### src/hdl/jsle_pkg.sv
// Shared types, constants and helpers for the JSON list extractor.
`timescale 1ns / 1ps
package jsle_pkg;

  localparam int DEPTH_BITS  = 8;
  localparam int INDEX_BITS  = 24;
  localparam int ERR_INDEX_W = 24;
  localparam int KEY_POS_W   = 4;

  localparam logic [DEPTH_BITS-1:0] DEPTH_MAX = '1;
  localparam logic [INDEX_BITS-1:0] INDEX_MAX = '1;
  localparam logic [KEY_POS_W-1:0]  KEY_POS_MAX = '1;

  localparam logic [KEY_POS_W-1:0] KEY_WORDS_LEN   = KEY_POS_W'(11);
  localparam logic [KEY_POS_W-1:0] KEY_SERVERS_LEN = KEY_POS_W'(7);

  localparam logic [7:0] KEY_WORDS [11] = '{
    "s", "e", "a", "r", "c", "h", "W", "o", "r", "d", "s"
  };
  localparam logic [7:0] KEY_SERVERS [7] = '{
    "s", "e", "r", "v", "e", "r", "s"
  };

  localparam logic [7:0] CH_LBRACE    = 8'h7B;
  localparam logic [7:0] CH_RBRACE    = 8'h7D;
  localparam logic [7:0] CH_LBRACKET  = 8'h5B;
  localparam logic [7:0] CH_RBRACKET  = 8'h5D;
  localparam logic [7:0] CH_QUOTE     = 8'h22;
  localparam logic [7:0] CH_BACKSLASH = 8'h5C;
  localparam logic [7:0] CH_COLON     = 8'h3A;
  localparam logic [7:0] CH_COMMA     = 8'h2C;
  localparam logic [7:0] CH_SPACE     = 8'h20;
  localparam logic [7:0] CH_TAB       = 8'h09;
  localparam logic [7:0] CH_CR        = 8'h0D;

  typedef enum logic [3:0] {
    PH_OPEN, PH_KEYWAIT, PH_KEY, PH_COLON, PH_VALUE, PH_SKIPSTR,
    PH_SKIPARR, PH_ARR, PH_ELEM, PH_ARRNEXT, PH_NEXT, PH_DONE
  } phase_t;

  typedef enum logic [2:0] {
    ERR_NONE, ERR_BRACE, ERR_STRING, ERR_COLON, ERR_VALUE_TYPE,
    ERR_BRACKET, ERR_UNTERMINATED
  } err_kind_t;

  typedef enum logic [1:0] {
    ST_RUNNING, ST_COMPLETED, ST_FAILED
  } status_t;

  function automatic logic is_space(input logic [7:0] b);
    return (b == CH_SPACE) || (b >= CH_TAB && b <= CH_CR);
  endfunction

  // True while the key byte at this position still agrees with "searchWords".
  function automatic logic words_match(input logic [KEY_POS_W-1:0] pos,
                                       input logic [7:0] b);
    logic hit;
    hit = 1'b0;
    if (pos < KEY_WORDS_LEN) hit = (KEY_WORDS[pos] == b);
    return hit;
  endfunction

  function automatic logic servers_match(input logic [KEY_POS_W-1:0] pos,
                                         input logic [7:0] b);
    logic hit;
    hit = 1'b0;
    if (pos < KEY_SERVERS_LEN) hit = (KEY_SERVERS[pos[2:0]] == b);
    return hit;
  endfunction

endpackage

### src/hdl/jsle_byte_if.sv
// Input channel: one file byte per request.
`timescale 1ns / 1ps
interface jsle_byte_if;
  logic       valid;
  logic       ready;
  logic [7:0] byte_value;
  logic       last;

  modport source (output valid, output byte_value, output last, input ready);
  modport sink   (input valid, input byte_value, input last, output ready);
endinterface

### src/hdl/jsle_result_if.sv
// Output channel: one parse result per request.
`timescale 1ns / 1ps
interface jsle_result_if;
  logic        valid;
  logic        ready;
  logic        char_valid;
  logic [7:0]  char_value;
  logic        list_id;
  logic        list_start;
  logic        element_end;
  logic [1:0]  status;
  logic [2:0]  error_kind;
  logic [23:0] error_index;

  modport source (output valid, output char_valid, output char_value, output list_id,
                  output list_start, output element_end, output status,
                  output error_kind, output error_index, input ready);
  modport sink   (input valid, input char_valid, input char_value, input list_id,
                  input list_start, input element_end, input status,
                  input error_kind, input error_index, output ready);
endinterface

### src/hdl/json_subset_list_extractor_unit.sv
// Streaming JSON subset parser that extracts the strings of two named lists.
//
//   channel   | dir | payload                                   | handshake
//   ----------+-----+-------------------------------------------+------------
//   byte_in   | in  | byte_value, last                          | valid/ready
//   result    | out | char_valid, char_value, list_id,          | valid/ready
//             |     | list_start, element_end, status,          |
//             |     | error_kind, error_index                   |
//
// One byte per cycle while results are drained: each accepted byte moves the parser
// state and writes its result into the output register in the same cycle, so the rate
// is one request per clock, set by the single parse step between the input port and that register.
// The result is valid in the cycle after the byte is accepted.
// Reset (rst, synchronous) returns the parser to waiting for the opening brace
// and empties the output register; the byte flagged last also returns the parser
// to that state, while its result still loads the output register.
// A stalled result holds in the output register; a new byte is taken only when
// that register is empty or being drained in the same cycle.
`timescale 1ns / 1ps
module json_subset_list_extractor_unit (
  input logic           clk,
  input logic           rst,
  jsle_byte_if.sink     byte_in,
  jsle_result_if.source result
);
  import jsle_pkg::*;

  // Parser state.
  phase_t                  phase, phase_next;
  logic [KEY_POS_W-1:0]    key_position, key_position_next;
  logic [1:0]              key_match_flags, key_match_flags_next;
  logic                    escape_pending, escape_pending_next;
  logic [DEPTH_BITS-1:0]   skip_depth, skip_depth_next;
  logic                    current_list, current_list_next;
  logic [INDEX_BITS-1:0]   byte_position, byte_position_next;
  err_kind_t               sticky_error, sticky_error_next;
  logic                    closed_flag, closed_flag_next;

  // Output register.
  logic                    out_valid;
  logic                    r_char_valid;
  logic [7:0]              r_char_value;
  logic                    r_list_id;
  logic                    r_list_start;
  logic                    r_element_end;
  status_t                 r_status;
  err_kind_t               r_error_kind;
  logic [ERR_INDEX_W-1:0]  r_error_index;

  // Combinational result of the current byte.
  logic                    c_char_valid;
  logic                    c_list_id;
  logic                    c_list_start;
  logic                    c_element_end;
  status_t                 c_status;

  logic                    accept;
  logic                    ws;
  logic [7:0]              b;
  err_kind_t               fail_kind;
  logic [INDEX_BITS-1:0]   eof_index;

  assign b      = byte_in.byte_value;
  assign ws     = is_space(b);
  assign byte_in.ready = !out_valid || result.ready;
  assign accept = byte_in.valid && byte_in.ready;

  // Next state: one parse step, then the end-of-file judgment on the last byte.
  always_comb begin
    phase_next           = phase;
    key_position_next    = key_position;
    key_match_flags_next = key_match_flags;
    escape_pending_next  = escape_pending;
    skip_depth_next      = skip_depth;
    current_list_next    = current_list;
    byte_position_next   = byte_position;
    sticky_error_next    = sticky_error;
    closed_flag_next     = closed_flag;
    fail_kind            = ERR_NONE;
    eof_index            = '0;

    unique case (phase)
      PH_OPEN: begin
        if (!ws) begin
          if (b == CH_LBRACE) phase_next = PH_KEYWAIT;
          else fail_kind = ERR_BRACE;
        end
      end
      PH_KEYWAIT, PH_NEXT: begin
        if (!ws) begin
          if (phase == PH_NEXT && b == CH_COMMA) begin
            phase_next = PH_KEYWAIT;
          end else if (b == CH_RBRACE) begin
            closed_flag_next = 1'b1;
            phase_next       = PH_DONE;
          end else if (b == CH_QUOTE) begin
            phase_next           = PH_KEY;
            key_position_next    = '0;
            key_match_flags_next = 2'b11;
            escape_pending_next  = 1'b0;
          end else begin
            fail_kind = ERR_STRING;
          end
        end
      end
      PH_KEY: begin
        if (!escape_pending && b == CH_BACKSLASH) begin
          escape_pending_next = 1'b1;
        end else if (!escape_pending && b == CH_QUOTE) begin
          // Close the key: a match needs the full length too.
          if (key_position != KEY_WORDS_LEN)   key_match_flags_next[0] = 1'b0;
          if (key_position != KEY_SERVERS_LEN) key_match_flags_next[1] = 1'b0;
          phase_next = PH_COLON;
        end else begin
          escape_pending_next = 1'b0;
          if (!words_match(key_position, b))   key_match_flags_next[0] = 1'b0;
          if (!servers_match(key_position, b)) key_match_flags_next[1] = 1'b0;
          if (key_position != KEY_POS_MAX) key_position_next = key_position + 1'b1;
        end
      end
      PH_COLON: begin
        if (!ws) begin
          if (b == CH_COLON) phase_next = PH_VALUE;
          else fail_kind = ERR_COLON;
        end
      end
      PH_VALUE: begin
        if (!ws) begin
          if (key_match_flags != 2'b00) begin
            if (b == CH_LBRACKET) begin
              current_list_next = !key_match_flags[0];
              phase_next        = PH_ARR;
            end else begin
              fail_kind = ERR_BRACKET;
            end
          end else if (b == CH_QUOTE) begin
            phase_next          = PH_SKIPSTR;
            escape_pending_next = 1'b0;
          end else if (b == CH_LBRACKET) begin
            phase_next      = PH_SKIPARR;
            skip_depth_next = DEPTH_BITS'(1);
          end else begin
            fail_kind = ERR_VALUE_TYPE;
          end
        end
      end
      PH_SKIPSTR: begin
        if (!escape_pending && b == CH_BACKSLASH) escape_pending_next = 1'b1;
        else if (!escape_pending && b == CH_QUOTE) phase_next = PH_NEXT;
        else escape_pending_next = 1'b0;
      end
      PH_SKIPARR: begin
        // Count brackets blindly, strings included.
        if (b == CH_LBRACKET) begin
          if (skip_depth != DEPTH_MAX) skip_depth_next = skip_depth + 1'b1;
        end else if (b == CH_RBRACKET) begin
          if (skip_depth != '0) skip_depth_next = skip_depth - 1'b1;
          if (skip_depth <= DEPTH_BITS'(1)) phase_next = PH_NEXT;
        end
      end
      PH_ARR, PH_ARRNEXT: begin
        if (!ws) begin
          if (phase == PH_ARRNEXT && b == CH_COMMA) begin
            phase_next = PH_ARR;
          end else if (b == CH_RBRACKET) begin
            phase_next = PH_NEXT;
          end else if (b == CH_QUOTE) begin
            phase_next          = PH_ELEM;
            escape_pending_next = 1'b0;
          end else begin
            fail_kind = ERR_STRING;
          end
        end
      end
      PH_ELEM: begin
        if (!escape_pending && b == CH_BACKSLASH) escape_pending_next = 1'b1;
        else if (!escape_pending && b == CH_QUOTE) phase_next = PH_ARRNEXT;
        else escape_pending_next = 1'b0;
      end
      default: phase_next = PH_DONE;
    endcase

    if (fail_kind != ERR_NONE) begin
      sticky_error_next = fail_kind;
      phase_next        = PH_DONE;
    end

    // Advance the byte index while parsing; freeze it once done.
    if (phase_next != PH_DONE && byte_position != INDEX_MAX)
      byte_position_next = byte_position + 1'b1;

    // Judge an unfinished parse at end of file.
    if (byte_in.last && phase_next != PH_DONE) begin
      eof_index = byte_position_next;
      if (escape_pending_next && eof_index != INDEX_MAX) eof_index = eof_index + 1'b1;
      fail_kind = ERR_NONE;
      case (phase_next)
        PH_OPEN:                     fail_kind = ERR_BRACE;
        PH_KEY, PH_SKIPSTR, PH_ELEM: fail_kind = ERR_UNTERMINATED;
        PH_COLON:                    fail_kind = ERR_COLON;
        PH_VALUE: fail_kind = (key_match_flags_next != 2'b00) ? ERR_BRACKET : ERR_VALUE_TYPE;
        PH_ARR, PH_ARRNEXT:          fail_kind = ERR_STRING;
        default:                     fail_kind = ERR_NONE;
      endcase
      if (fail_kind != ERR_NONE) begin
        sticky_error_next  = fail_kind;
        byte_position_next = eof_index;
      end else begin
        closed_flag_next = 1'b1;
      end
      phase_next = PH_DONE;
    end
  end

  // Outputs of the current byte: list marks and characters.
  always_comb begin
    c_char_valid  = 1'b0;
    c_list_id     = 1'b0;
    c_list_start  = 1'b0;
    c_element_end = 1'b0;
    unique case (phase)
      PH_VALUE: begin
        if (!ws && key_match_flags != 2'b00 && b == CH_LBRACKET) begin
          c_list_start = 1'b1;
          c_list_id    = !key_match_flags[0];
        end
      end
      PH_ELEM: begin
        if (!escape_pending && b == CH_BACKSLASH) begin
          c_list_id = 1'b0;
        end else if (!escape_pending && b == CH_QUOTE) begin
          c_element_end = 1'b1;
          c_list_id     = current_list;
        end else begin
          c_char_valid = 1'b1;
          c_list_id    = current_list;
        end
      end
      default: c_list_id = 1'b0;
    endcase
    if (sticky_error_next != ERR_NONE) c_status = ST_FAILED;
    else if (byte_in.last)             c_status = ST_COMPLETED;
    else                               c_status = ST_RUNNING;
  end

  // Parser state: take the step on each accepted byte, restart after the last.
  always_ff @(posedge clk) begin
    if (rst || (accept && byte_in.last)) begin
      phase           <= PH_OPEN;
      key_position    <= '0;
      key_match_flags <= 2'b11;
      escape_pending  <= 1'b0;
      skip_depth      <= '0;
      current_list    <= 1'b0;
      byte_position   <= '0;
      sticky_error    <= ERR_NONE;
      closed_flag     <= 1'b0;
    end else if (accept) begin
      phase           <= phase_next;
      key_position    <= key_position_next;
      key_match_flags <= key_match_flags_next;
      escape_pending  <= escape_pending_next;
      skip_depth      <= skip_depth_next;
      current_list    <= current_list_next;
      byte_position   <= byte_position_next;
      sticky_error    <= sticky_error_next;
      closed_flag     <= closed_flag_next;
    end
  end

  // Output register: load on accept, drop valid once drained.
  always_ff @(posedge clk) begin
    if (rst) begin
      out_valid <= 1'b0;
    end else if (accept) begin
      out_valid <= 1'b1;
    end else if (result.ready) begin
      out_valid <= 1'b0;
    end
  end

  always_ff @(posedge clk) begin
    if (accept) begin
      r_char_valid  <= c_char_valid;
      r_char_value  <= c_char_valid ? b : 8'h00;
      r_list_id     <= c_list_id;
      r_list_start  <= c_list_start;
      r_element_end <= c_element_end;
      r_status      <= c_status;
      r_error_kind  <= (sticky_error_next != ERR_NONE) ? sticky_error_next : ERR_NONE;
      r_error_index <= (sticky_error_next != ERR_NONE) ?
                       ERR_INDEX_W'(byte_position_next) : '0;
    end
  end

  assign result.valid       = out_valid;
  assign result.char_valid  = r_char_valid;
  assign result.char_value  = r_char_value;
  assign result.list_id     = r_list_id;
  assign result.list_start  = r_list_start;
  assign result.element_end = r_element_end;
  assign result.status      = r_status;
  assign result.error_kind  = r_error_kind;
  assign result.error_index = r_error_index;

  // A closed or failed parse always sits in the done phase.
  a_closed_done: assert property (@(posedge clk) disable iff (rst)
    (closed_flag || sticky_error != ERR_NONE) |-> phase == PH_DONE)
    else $error("closed or failed parse outside done phase");

  // Bracket depth is only held while skipping an array.
  a_depth_skip: assert property (@(posedge clk) disable iff (rst)
    skip_depth != '0 |-> phase == PH_SKIPARR)
    else $error("skip depth left nonzero outside skipped array");

  // The last byte restarts the parser.
  a_last_restart: assert property (@(posedge clk) disable iff (rst)
    (accept && byte_in.last) |=> (phase == PH_OPEN && byte_position == '0))
    else $error("parser did not restart after last byte");

  // A character result carries no list mark.
  a_char_marks: assert property (@(posedge clk) disable iff (rst)
    (out_valid && r_char_valid) |-> (!r_list_start && !r_element_end))
    else $error("character result also carries a list mark");

endmodule

### src/flat_wrapper.sv
// flat-port wrapper written by rule: the top's interface ports become plain ports
module json_subset_list_extractor_unit_flat import jsle_pkg::*;
  (clk, rst, byte_in_valid, byte_in_byte_value, byte_in_last, byte_in_ready, result_valid, result_char_valid, result_char_value, result_list_id, result_list_start, result_element_end, result_status, result_error_kind, result_error_index, result_ready);
  jsle_byte_if byte_in_i ();
  jsle_result_if result_i ();
  input logic clk;
  input logic rst;
  input wire logic [$bits(byte_in_i.valid)-1:0] byte_in_valid;
  input wire logic [$bits(byte_in_i.byte_value)-1:0] byte_in_byte_value;
  input wire logic [$bits(byte_in_i.last)-1:0] byte_in_last;
  output wire logic [$bits(byte_in_i.ready)-1:0] byte_in_ready;
  output wire logic [$bits(result_i.valid)-1:0] result_valid;
  output wire logic [$bits(result_i.char_valid)-1:0] result_char_valid;
  output wire logic [$bits(result_i.char_value)-1:0] result_char_value;
  output wire logic [$bits(result_i.list_id)-1:0] result_list_id;
  output wire logic [$bits(result_i.list_start)-1:0] result_list_start;
  output wire logic [$bits(result_i.element_end)-1:0] result_element_end;
  output wire logic [$bits(result_i.status)-1:0] result_status;
  output wire logic [$bits(result_i.error_kind)-1:0] result_error_kind;
  output wire logic [$bits(result_i.error_index)-1:0] result_error_index;
  input wire logic [$bits(result_i.ready)-1:0] result_ready;
  assign byte_in_i.valid = byte_in_valid;
  assign byte_in_i.byte_value = byte_in_byte_value;
  assign byte_in_i.last = byte_in_last;
  assign byte_in_ready = byte_in_i.ready;
  assign result_valid = result_i.valid;
  assign result_char_valid = result_i.char_valid;
  assign result_char_value = result_i.char_value;
  assign result_list_id = result_i.list_id;
  assign result_list_start = result_i.list_start;
  assign result_element_end = result_i.element_end;
  assign result_status = result_i.status;
  assign result_error_kind = result_i.error_kind;
  assign result_error_index = result_i.error_index;
  assign result_i.ready = result_ready;
  json_subset_list_extractor_unit u_core (.clk(clk), .rst(rst), .byte_in(byte_in_i), .result(result_i));
endmodule
### config.mk
export PLATFORM = sky130hd
export DESIGN_NAME = json_subset_list_extractor_unit_flat
export DESIGN_NICKNAME = d
export VERILOG_FILES = /design/src/hdl/jsle_pkg.sv /design/src/hdl/jsle_byte_if.sv /design/src/hdl/jsle_result_if.sv /design/src/hdl/json_subset_list_extractor_unit.sv /design/src/flat_wrapper.sv
export SDC_FILE = /design/constraint.sdc
export NUM_CORES = 1
export LEC_CHECK = 0
export ABC_CLOCK_PERIOD_IN_PS = 6000
export BUFFER_PORTS_ARGS = -buffer_cell sky130_fd_sc_hd__buf_2
export CORE_ASPECT_RATIO = 0.5
export CORE_MARGIN = 1
export CORE_UTILIZATION = 35
export CTS_BUF_LIST = sky130_fd_sc_hd__clkbuf_8
export DETAILED_ROUTE_END_ITERATION = 16
export PLACE_DENSITY = 0.54
export SYNTH_ARGS = -nofsm -noshare
export SYNTH_HDL_FRONTEND = slang
export SYNTH_SLANG_ARGS = --single-unit
### constraint.sdc
create_clock -name clk -period 6 [get_ports clk]
set_clock_uncertainty 0.1 [all_clocks]
set_input_delay 0.6 -clock clk [delete_from_list [all_inputs] [get_ports clk]]
set_output_delay 0.6 -clock clk [all_outputs]
set_load 0.01 [all_outputs]
==> metrics, run 1 <==
clock insertion delay at the later pin of the skew report 0.38 ns; setup violators final 0; clk buf depth 2; initial antenna violation count 0; row count 35; Post-Synth Adder-Cell Area 2.09%; final setup TNS 0 ns; root buffer cell clkbuf_8; Die Span X 196 microns; Vias/cell 5.78; global-route wire length before repair 30.7 mm; DRT Wirelength 18.9 mm; # diodes 0; largest net degree at the start of global routing 59; MaxCap Viol Count 0; nets@finish 865; slowest CP cell or4b_1; dpl ws 0.408 ns; post-route cell area 0.00727 sq mm; hpwl dp 13.7 mm; TritonCTS Sinks 89; CP dominant cell by count or4b_1; Crit path largest cell delay 0.70 ns; Peak Freq 191 MHz; Bufs and invs on worst path 1; initial core utilization 35.8%; share of layout cells above drive strength 1 13.7%; Sw Pwr 414 uW; outcome finished clean; Filler Cell Count 1901; Synth Instances 814; Inserted Clock Buffers 9; CTS clock-pin slew for the worst setup and hold paths 0.10 ns; peak supply drop 0.0947 mV; Cell Chain, Critical Path buf_2 -> or4b_1 -> nor2_4 -> o21ai_1 -> a311oi_2 -> or4b_1 -> a21boi_2 -> nand4_1 -> o2bb2ai_1 -> or4_1 -> o311ai_4 -> o22a_1 -> xor2_1 -> nor2_1; synth unique cells 91; Post-Synth Simple-Gate Area 29.9%; Comb pwr share 17.1%; worst r2r src u_core.phase[0]; sequential area share after synthesis 33.3%; wire length per cell 17.4 microns; initial drt markers 512; Max Fanout on Critical Path 11; WP data required 6.03 ns; Post-DP Area 0.00707 sq mm; Critical Path End Type register; TritonRoute pass-1 iters 5; mux contribution to synthesized area 1.58%; CP Data Arrival Time 5.27 ns; Net Sw Frac 30.5%; RSZ-0062 raised after global routing false; reg-to-reg setup timing slack 0.85 ns; post-CTS resize count 0; internal power 942 uW; FFs w/ async S/R, synth 0%; commonest non-fill, non-tap cell in the layout nor2_1; Min Clock Period, post-route 5.24 ns; Max Slew Vio Count 0; worst hold-check path type register to register; Syn-to-layout area delta 10.4%; crit path launch byte_in_byte_value[0]; leak pwr 2.48 nW; Core Region 0.0184 sq mm; reg2reg end u_core.result.error_index[7]; vias in the first global route 5745; Worst slew margin 41.9%; worst setup path end u_core.result.error_index[7]; largest family of logic cells by synthesized area simple AND/OR/NAND/NOR gates; post-synthesis compound-gate area fraction 22.8%; Final period util 87.3%; number of flops mapped to enable cells by yosys 41; GRT Overall Usage 19.7%; critical path type primary input to register; syn nets 838; CP Depth 14; setup ws final 0.760 ns; Synth warnings 0; worst r2r path cells 13; die area 0.0194 sq mm; Tot Pwr 1.36 mW; most frequent cells in the layout nor2_1 (87), nand2_1 (78), buf_2 (55); Top FF cell, synth dfxtp_1; RD Place Congestion 0.934; Worst-Margin Slew 0.870 ns; IO Count 56; Clk network pwr share 32.6%; CTS tree done; H-tree depth 3; CP top delay family simple AND/OR/NAND/NOR gates; average size of a mapped cell 8.09 sq um; Post-route DRC 0; Final Hold Viols 0; post-CTS setup buffer count 0; FF+latch count, synth 89; PwrDens 186 mW/mm^2; Final Util 39.5%; Port Buffer Count 55; mapped cell area 0.00659 sq mm; CTS Hold Bufs 0; total number of vias 6274; Die Ht 99.0 microns; ANT nets after route 0; Seq pwr share 50.2%; nature of the critical path startpoint primary input; XOR/XNOR share of the synthesized area 5.72%; global route overflow 0
[routing by layer]
metal  vias up  track usage, %  part of all wire (%)
li1       3059               -                     -
met1      3048            27.2                    49
met2       141            31.9                    45
met3        26            3.29                   4.4
met4         0            5.05                   1.7
met5         -               0                     0
[worst min path at each step]
stage	endpoint	depth (start not counted)	slack (ns)	start
3_5_place_dp	u_core.sticky_error[0]	2	0.35	u_core.sticky_error[0]
4_1_cts	u_core.result.valid	3	0.34	byte_in_valid
3_3_place_gp	u_core.sticky_error[0]	2	0.35	u_core.sticky_error[0]
2_1_floorplan	u_core.sticky_error[0]	2	0.34	u_core.sticky_error[0]
5_1_grt	u_core.result.valid	3	0.36	byte_in_valid
6_report	u_core.sticky_error[0]	2	0.36	u_core.sticky_error[0]
[area by class of cell]
| class | count | area, sq um | share of cell area [%] |
|---|---|---|---|
| clock buffers | 10 | 138 | 1.89 |
| clock inverters | 6 | 65.1 | 0.895 |
| inverters | 22 | 82.6 | 1.14 |
| multi-input cells | 648 | 4100 | 56.4 |
| flip-flops and latches | 89 | 2190 | 30.1 |
| well taps | 240 | 300 | 4.13 |
| repair buffers | 71 | 395 | 5.44 |
[Yosys cell counts (all sizes together), types with 8 or more instances]
| cell | instances | share of area (%) |
|---|---|---|
| nor2 | 89 | 5.3 |
| nand2 | 78 | 4.4 |
| a21oi | 54 | 4.1 |
| o21ai | 51 | 3.9 |
| dfxtp | 48 | 15 |
| clkbuf | 47 | 2.7 |
| edfxtp | 41 | 19 |
| nand3 | 35 | 2.7 |
| xnor2 | 26 | 3.5 |
| and2 | 22 | 2.1 |
| inv | 22 | 1.3 |
| nor3 | 21 | 1.7 |
| xor2 | 17 | 2.3 |
| nand4 | 16 | 1.5 |
| nor4 | 14 | 1.7 |
| or3 | 14 | 1.3 |
| a211oi | 13 | 1.5 |
| a31oi | 11 | 1.0 |
| ha | 11 | 2.1 |
| o31ai | 11 | 1.3 |
| mux2i | 10 | 1.6 |
| nand2b | 9 | 0.85 |
| nor2b | 9 | 0.85 |
| buf | 8 | 0.74 |
| nand3b | 8 | 0.91 |
[worst reg2reg max path: cells and delay by family, from the launching register on]
family / cells / cell delay [ns]
xor gates and xnor gates: 1 / 0.15
DFF: 1 / 0.88
and+or+nand+nor: 4 / 1.39
AOI/OAI and AO/OA: 8 / 2.39
[power groups by stage]
stage | combinational [mW] | sequential, mW | clock, mW
after floorplan | 0.153 | 0.696 | 0
after global routing | 0.257 | 0.684 | 0.477
final | 0.233 | 0.681 | 0.442
after detailed placement | 0.233 | 0.695 | 0
after global placement | 0.232 | 0.694 | 0
after CTS | 0.234 | 0.681 | 0.456
[through the flow]
stage / std cells / hold slack (ns)
2_1_floorplan: 814 / 0.336
3_3_place_gp: 1070 / 0.346
3_5_place_dp: 1070 / 0.350
4_1_cts: 1086 / 0.345
5_1_grt: 1086 / 0.358
6_report: 1086 / 0.362
[cells by family (layout without fill, tap and decap cells)]
| kind of cell | Yosys count | after routing |
|---|---|---|
| adder cells (fa/ha/maj) | 11 | 11 |
| buffers and inverters | 77 | 109 |
| AND/OR/NAND/NOR | 366 | 366 |
| multiplexers | 10 | 10 |
| XOR/XNOR | 43 | 43 |
| flip-flops | 89 | 89 |
| AO/OA/AOI/OAI | 218 | 218 |
[sequential cells by signal (all words and copies together) (netlist names)]
| name | cells |
|---|---|
| u_core.byte_position | 24 |
| u_core.current_list | 1 |
| u_core.escape_pending | 1 |
| u_core.key_match_flags | 2 |
| u_core.key_position | 4 |
| u_core.phase | 4 |
| u_core.result.char_valid | 1 |
| u_core.result.char_value | 8 |
| u_core.result.element_end | 1 |
| u_core.result.error_index | 24 |
| u_core.result.error_kind | 3 |
| u_core.result.list_id | 1 |
| u_core.result.list_start | 1 |
| u_core.result.status | 2 |
| u_core.result.valid | 1 |
| u_core.skip_depth | 8 |
| u_core.sticky_error | 3 |
Power figures use the tool's default switching activity.
==> run 2, diff against run 1 <==
--- a/config.mk
+++ b/config.mk
@@ -7,12 +7,15 @@
 export LEC_CHECK = 0
 export ABC_CLOCK_PERIOD_IN_PS = 6000
 export BUFFER_PORTS_ARGS = -buffer_cell sky130_fd_sc_hd__buf_2
+export CELL_PAD_IN_SITES_DETAIL_PLACEMENT = 2
+export CELL_PAD_IN_SITES_GLOBAL_PLACEMENT = 2
 export CORE_ASPECT_RATIO = 0.5
 export CORE_MARGIN = 1
 export CORE_UTILIZATION = 35
 export CTS_BUF_LIST = sky130_fd_sc_hd__clkbuf_8
 export DETAILED_ROUTE_END_ITERATION = 16
-export PLACE_DENSITY = 0.54
+export GPL_ROUTABILITY_DRIVEN = 0
+export PLACE_DENSITY = 0.81
 export SYNTH_ARGS = -nofsm -noshare
 export SYNTH_HDL_FRONTEND = slang
 export SYNTH_SLANG_ARGS = --single-unit
==> metrics, run 2 (synthesis results as in run 1) <==
row count 35 (unchanged); IO Count 56 (unchanged); TritonCTS Sinks 89 (unchanged); nets@finish 866 (was 865); Post-DP Area 0.00708 sq mm (was 0.00707 sq mm); Vias/cell 6.03 (was 5.78); post-route cell area 0.00730 sq mm (was 0.00727 sq mm); met3 track demand over resource 4.59% (was 3.29%); nature of the critical path startpoint primary input (unchanged); setup violators final 0 (unchanged); Critical Path End Type register (unchanged); Worst-Margin Slew 0.903 ns (was 0.870 ns); Final Hold Viols 0 (unchanged); PwrDens 194 mW/mm^2 (was 186 mW/mm^2); CP Data Arrival Time 5.47 ns (was 5.27 ns); WP data required 6.03 ns (about the same); Inst Count DP 1071 (was 1070); CTS Hold Bufs 0 (unchanged); Die Ht 99.0 microns (unchanged); Layout Cells excl Fill 1087 (was 1086); initial core utilization 35.8% (unchanged); # diodes 0 (unchanged); wire length per cell 21.9 microns (was 17.4 microns); ANT nets after route 0 (unchanged); Post-route DRC 0 (unchanged); leak pwr 2.51 nW (was 2.48 nW); MaxCap Viol Count 0 (unchanged); die area 0.0194 sq mm (unchanged); Final Util 39.7% (was 39.5%); Peak Freq 184 MHz (was 191 MHz); CTS tree done (unchanged); share of layout cells above drive strength 1 13.8% (was 13.7%); peak supply drop 0.138 mV (was 0.0947 mV); largest net degree at the start of global routing 42 (was 59); Core Region 0.0184 sq mm (unchanged); total number of vias 6550 (was 6274); met2 usage 42.8% (was 31.9%); H-tree depth 3 (unchanged); Max Fanout on Critical Path 16 (was 11); global route overflow 0 (unchanged); vias in the first global route 6880 (was 5745); TritonRoute pass-1 iters 4 (was 5); Final period util 90.6% (was 87.3%); crit path launch byte_in_byte_value[5] (was byte_in_byte_value[0]); Min Clock Period, post-route 5.44 ns (was 5.24 ns); global-route wire length before repair 38.2 mm (was 30.7 mm); worst hold-check path type primary input to register (was register to register); critical path type primary input to register (unchanged); GRT Overall Usage 25.0% (was 19.7%); DRT Wirelength 23.8 mm (was 18.9 mm); clock insertion delay at the later pin of the skew report 0.39 ns (was 0.38 ns); clk buf depth 2 (unchanged); hold_sp byte_in_valid (was u_core.sticky_error[0]); Worst slew margin 39.7% (was 41.9%); met1 Use GR 32.6% (was 27.2%); outcome finished clean (unchanged); commonest non-fill, non-tap cell in the layout nor2_1 (unchanged); Syn-to-layout area delta 10.8% (was 10.4%); post-CTS setup buffer count 0 (unchanged); RSZ-0062 raised after global routing false (unchanged); initial drt markers 303 (was 512); final setup TNS 0 ns (unchanged); hpwl dp 17.7 mm (was 13.7 mm); Port Buffer Count 55 (unchanged); root buffer cell clkbuf_8 (unchanged); Max Slew Vio Count 0 (unchanged); CTS clock-pin slew for the worst setup and hold paths 0.09 ns (was 0.10 ns); most frequent cells in the layout nor2_1 (87), nand2_1 (78), buf_2 (55) (unchanged); post-CTS resize count 0 (unchanged); initial antenna violation count 0 (unchanged); worst r2r src u_core.phase[2] (was u_core.phase[0]); GR peak layer met2 (unchanged); Die Span X 196 microns (unchanged); Inserted Clock Buffers 9 (unchanged)
run 2: layer usage:
| layer | routed length, microns | up-vias |
|---|---|---|
| met5 | 0 | - |
| met4 | 294 | 0 |
| met3 | 900 | 26 |
| met2 | 11500 | 137 |
| met1 | 11100 | 3322 |
| li1 | - | 3065 |
run 2: layout make-up:
class                           count  area (sq um)
Fill cell                        2123         11100
Tap cell                          240           300
Sequential cell                    89          2190
Inverter                           22          82.6
Clock buffer                       10           138
Timing Repair Buffer               72           403
Multi-Input combinational cell    648          4100
Clock inverter                      6          82.6
run 2: power by group:
group / switching (mW) / leakage, nW / total [mW] / internal, mW
Clock: 0.236 / 0.117 / 0.480 / 0.244
Combinational: 0.173 / 1.60 / 0.251 / 0.0781
Sequential: 0.0200 / 0.799 / 0.682 / 0.662
run 2: path summary, 6_finish.rpt:
kind                                       end  slack [ns]  depth (start not counted)
setup reg to reg  u_core.result.error_index[7]        0.63                         13
hold reg to reg         u_core.sticky_error[0]        0.38                          2
hold / removal             u_core.result.valid        0.36                          3
setup / recovery  u_core.result.error_index[7]        0.56                         14
run 2: critical path: stages:
cell and delay [ns]:
buf_2 0.26, nor4b_1 0.63, nand2_1 0.30, a21oi_1 0.22, a31oi_1 0.14, or4b_1 0.71
a21boi_2 0.53, nand4_1 0.25, o2bb2ai_1 0.31, or4_1 0.67, o311ai_4 0.39, o22a_1 0.24
xor2_1 0.16, nor2_1 0.05
run 2: per-stage QoR:
| step | setup slack (ns) | hold WS (ns) | power (mW) |
|---|---|---|---|
| 2_1_floorplan | 1.13 | 0.336 | 0.849 |
| 3_3_place_gp | 0.504 | 0.347 | 0.934 |
| 3_5_place_dp | 0.284 | 0.363 | 0.945 |
| 4_1_cts | 0.674 | 0.347 | 1.42 |
| 5_1_grt | 0.295 | 0.356 | 1.47 |
| 6_report | 0.562 | 0.361 | 1.41 |
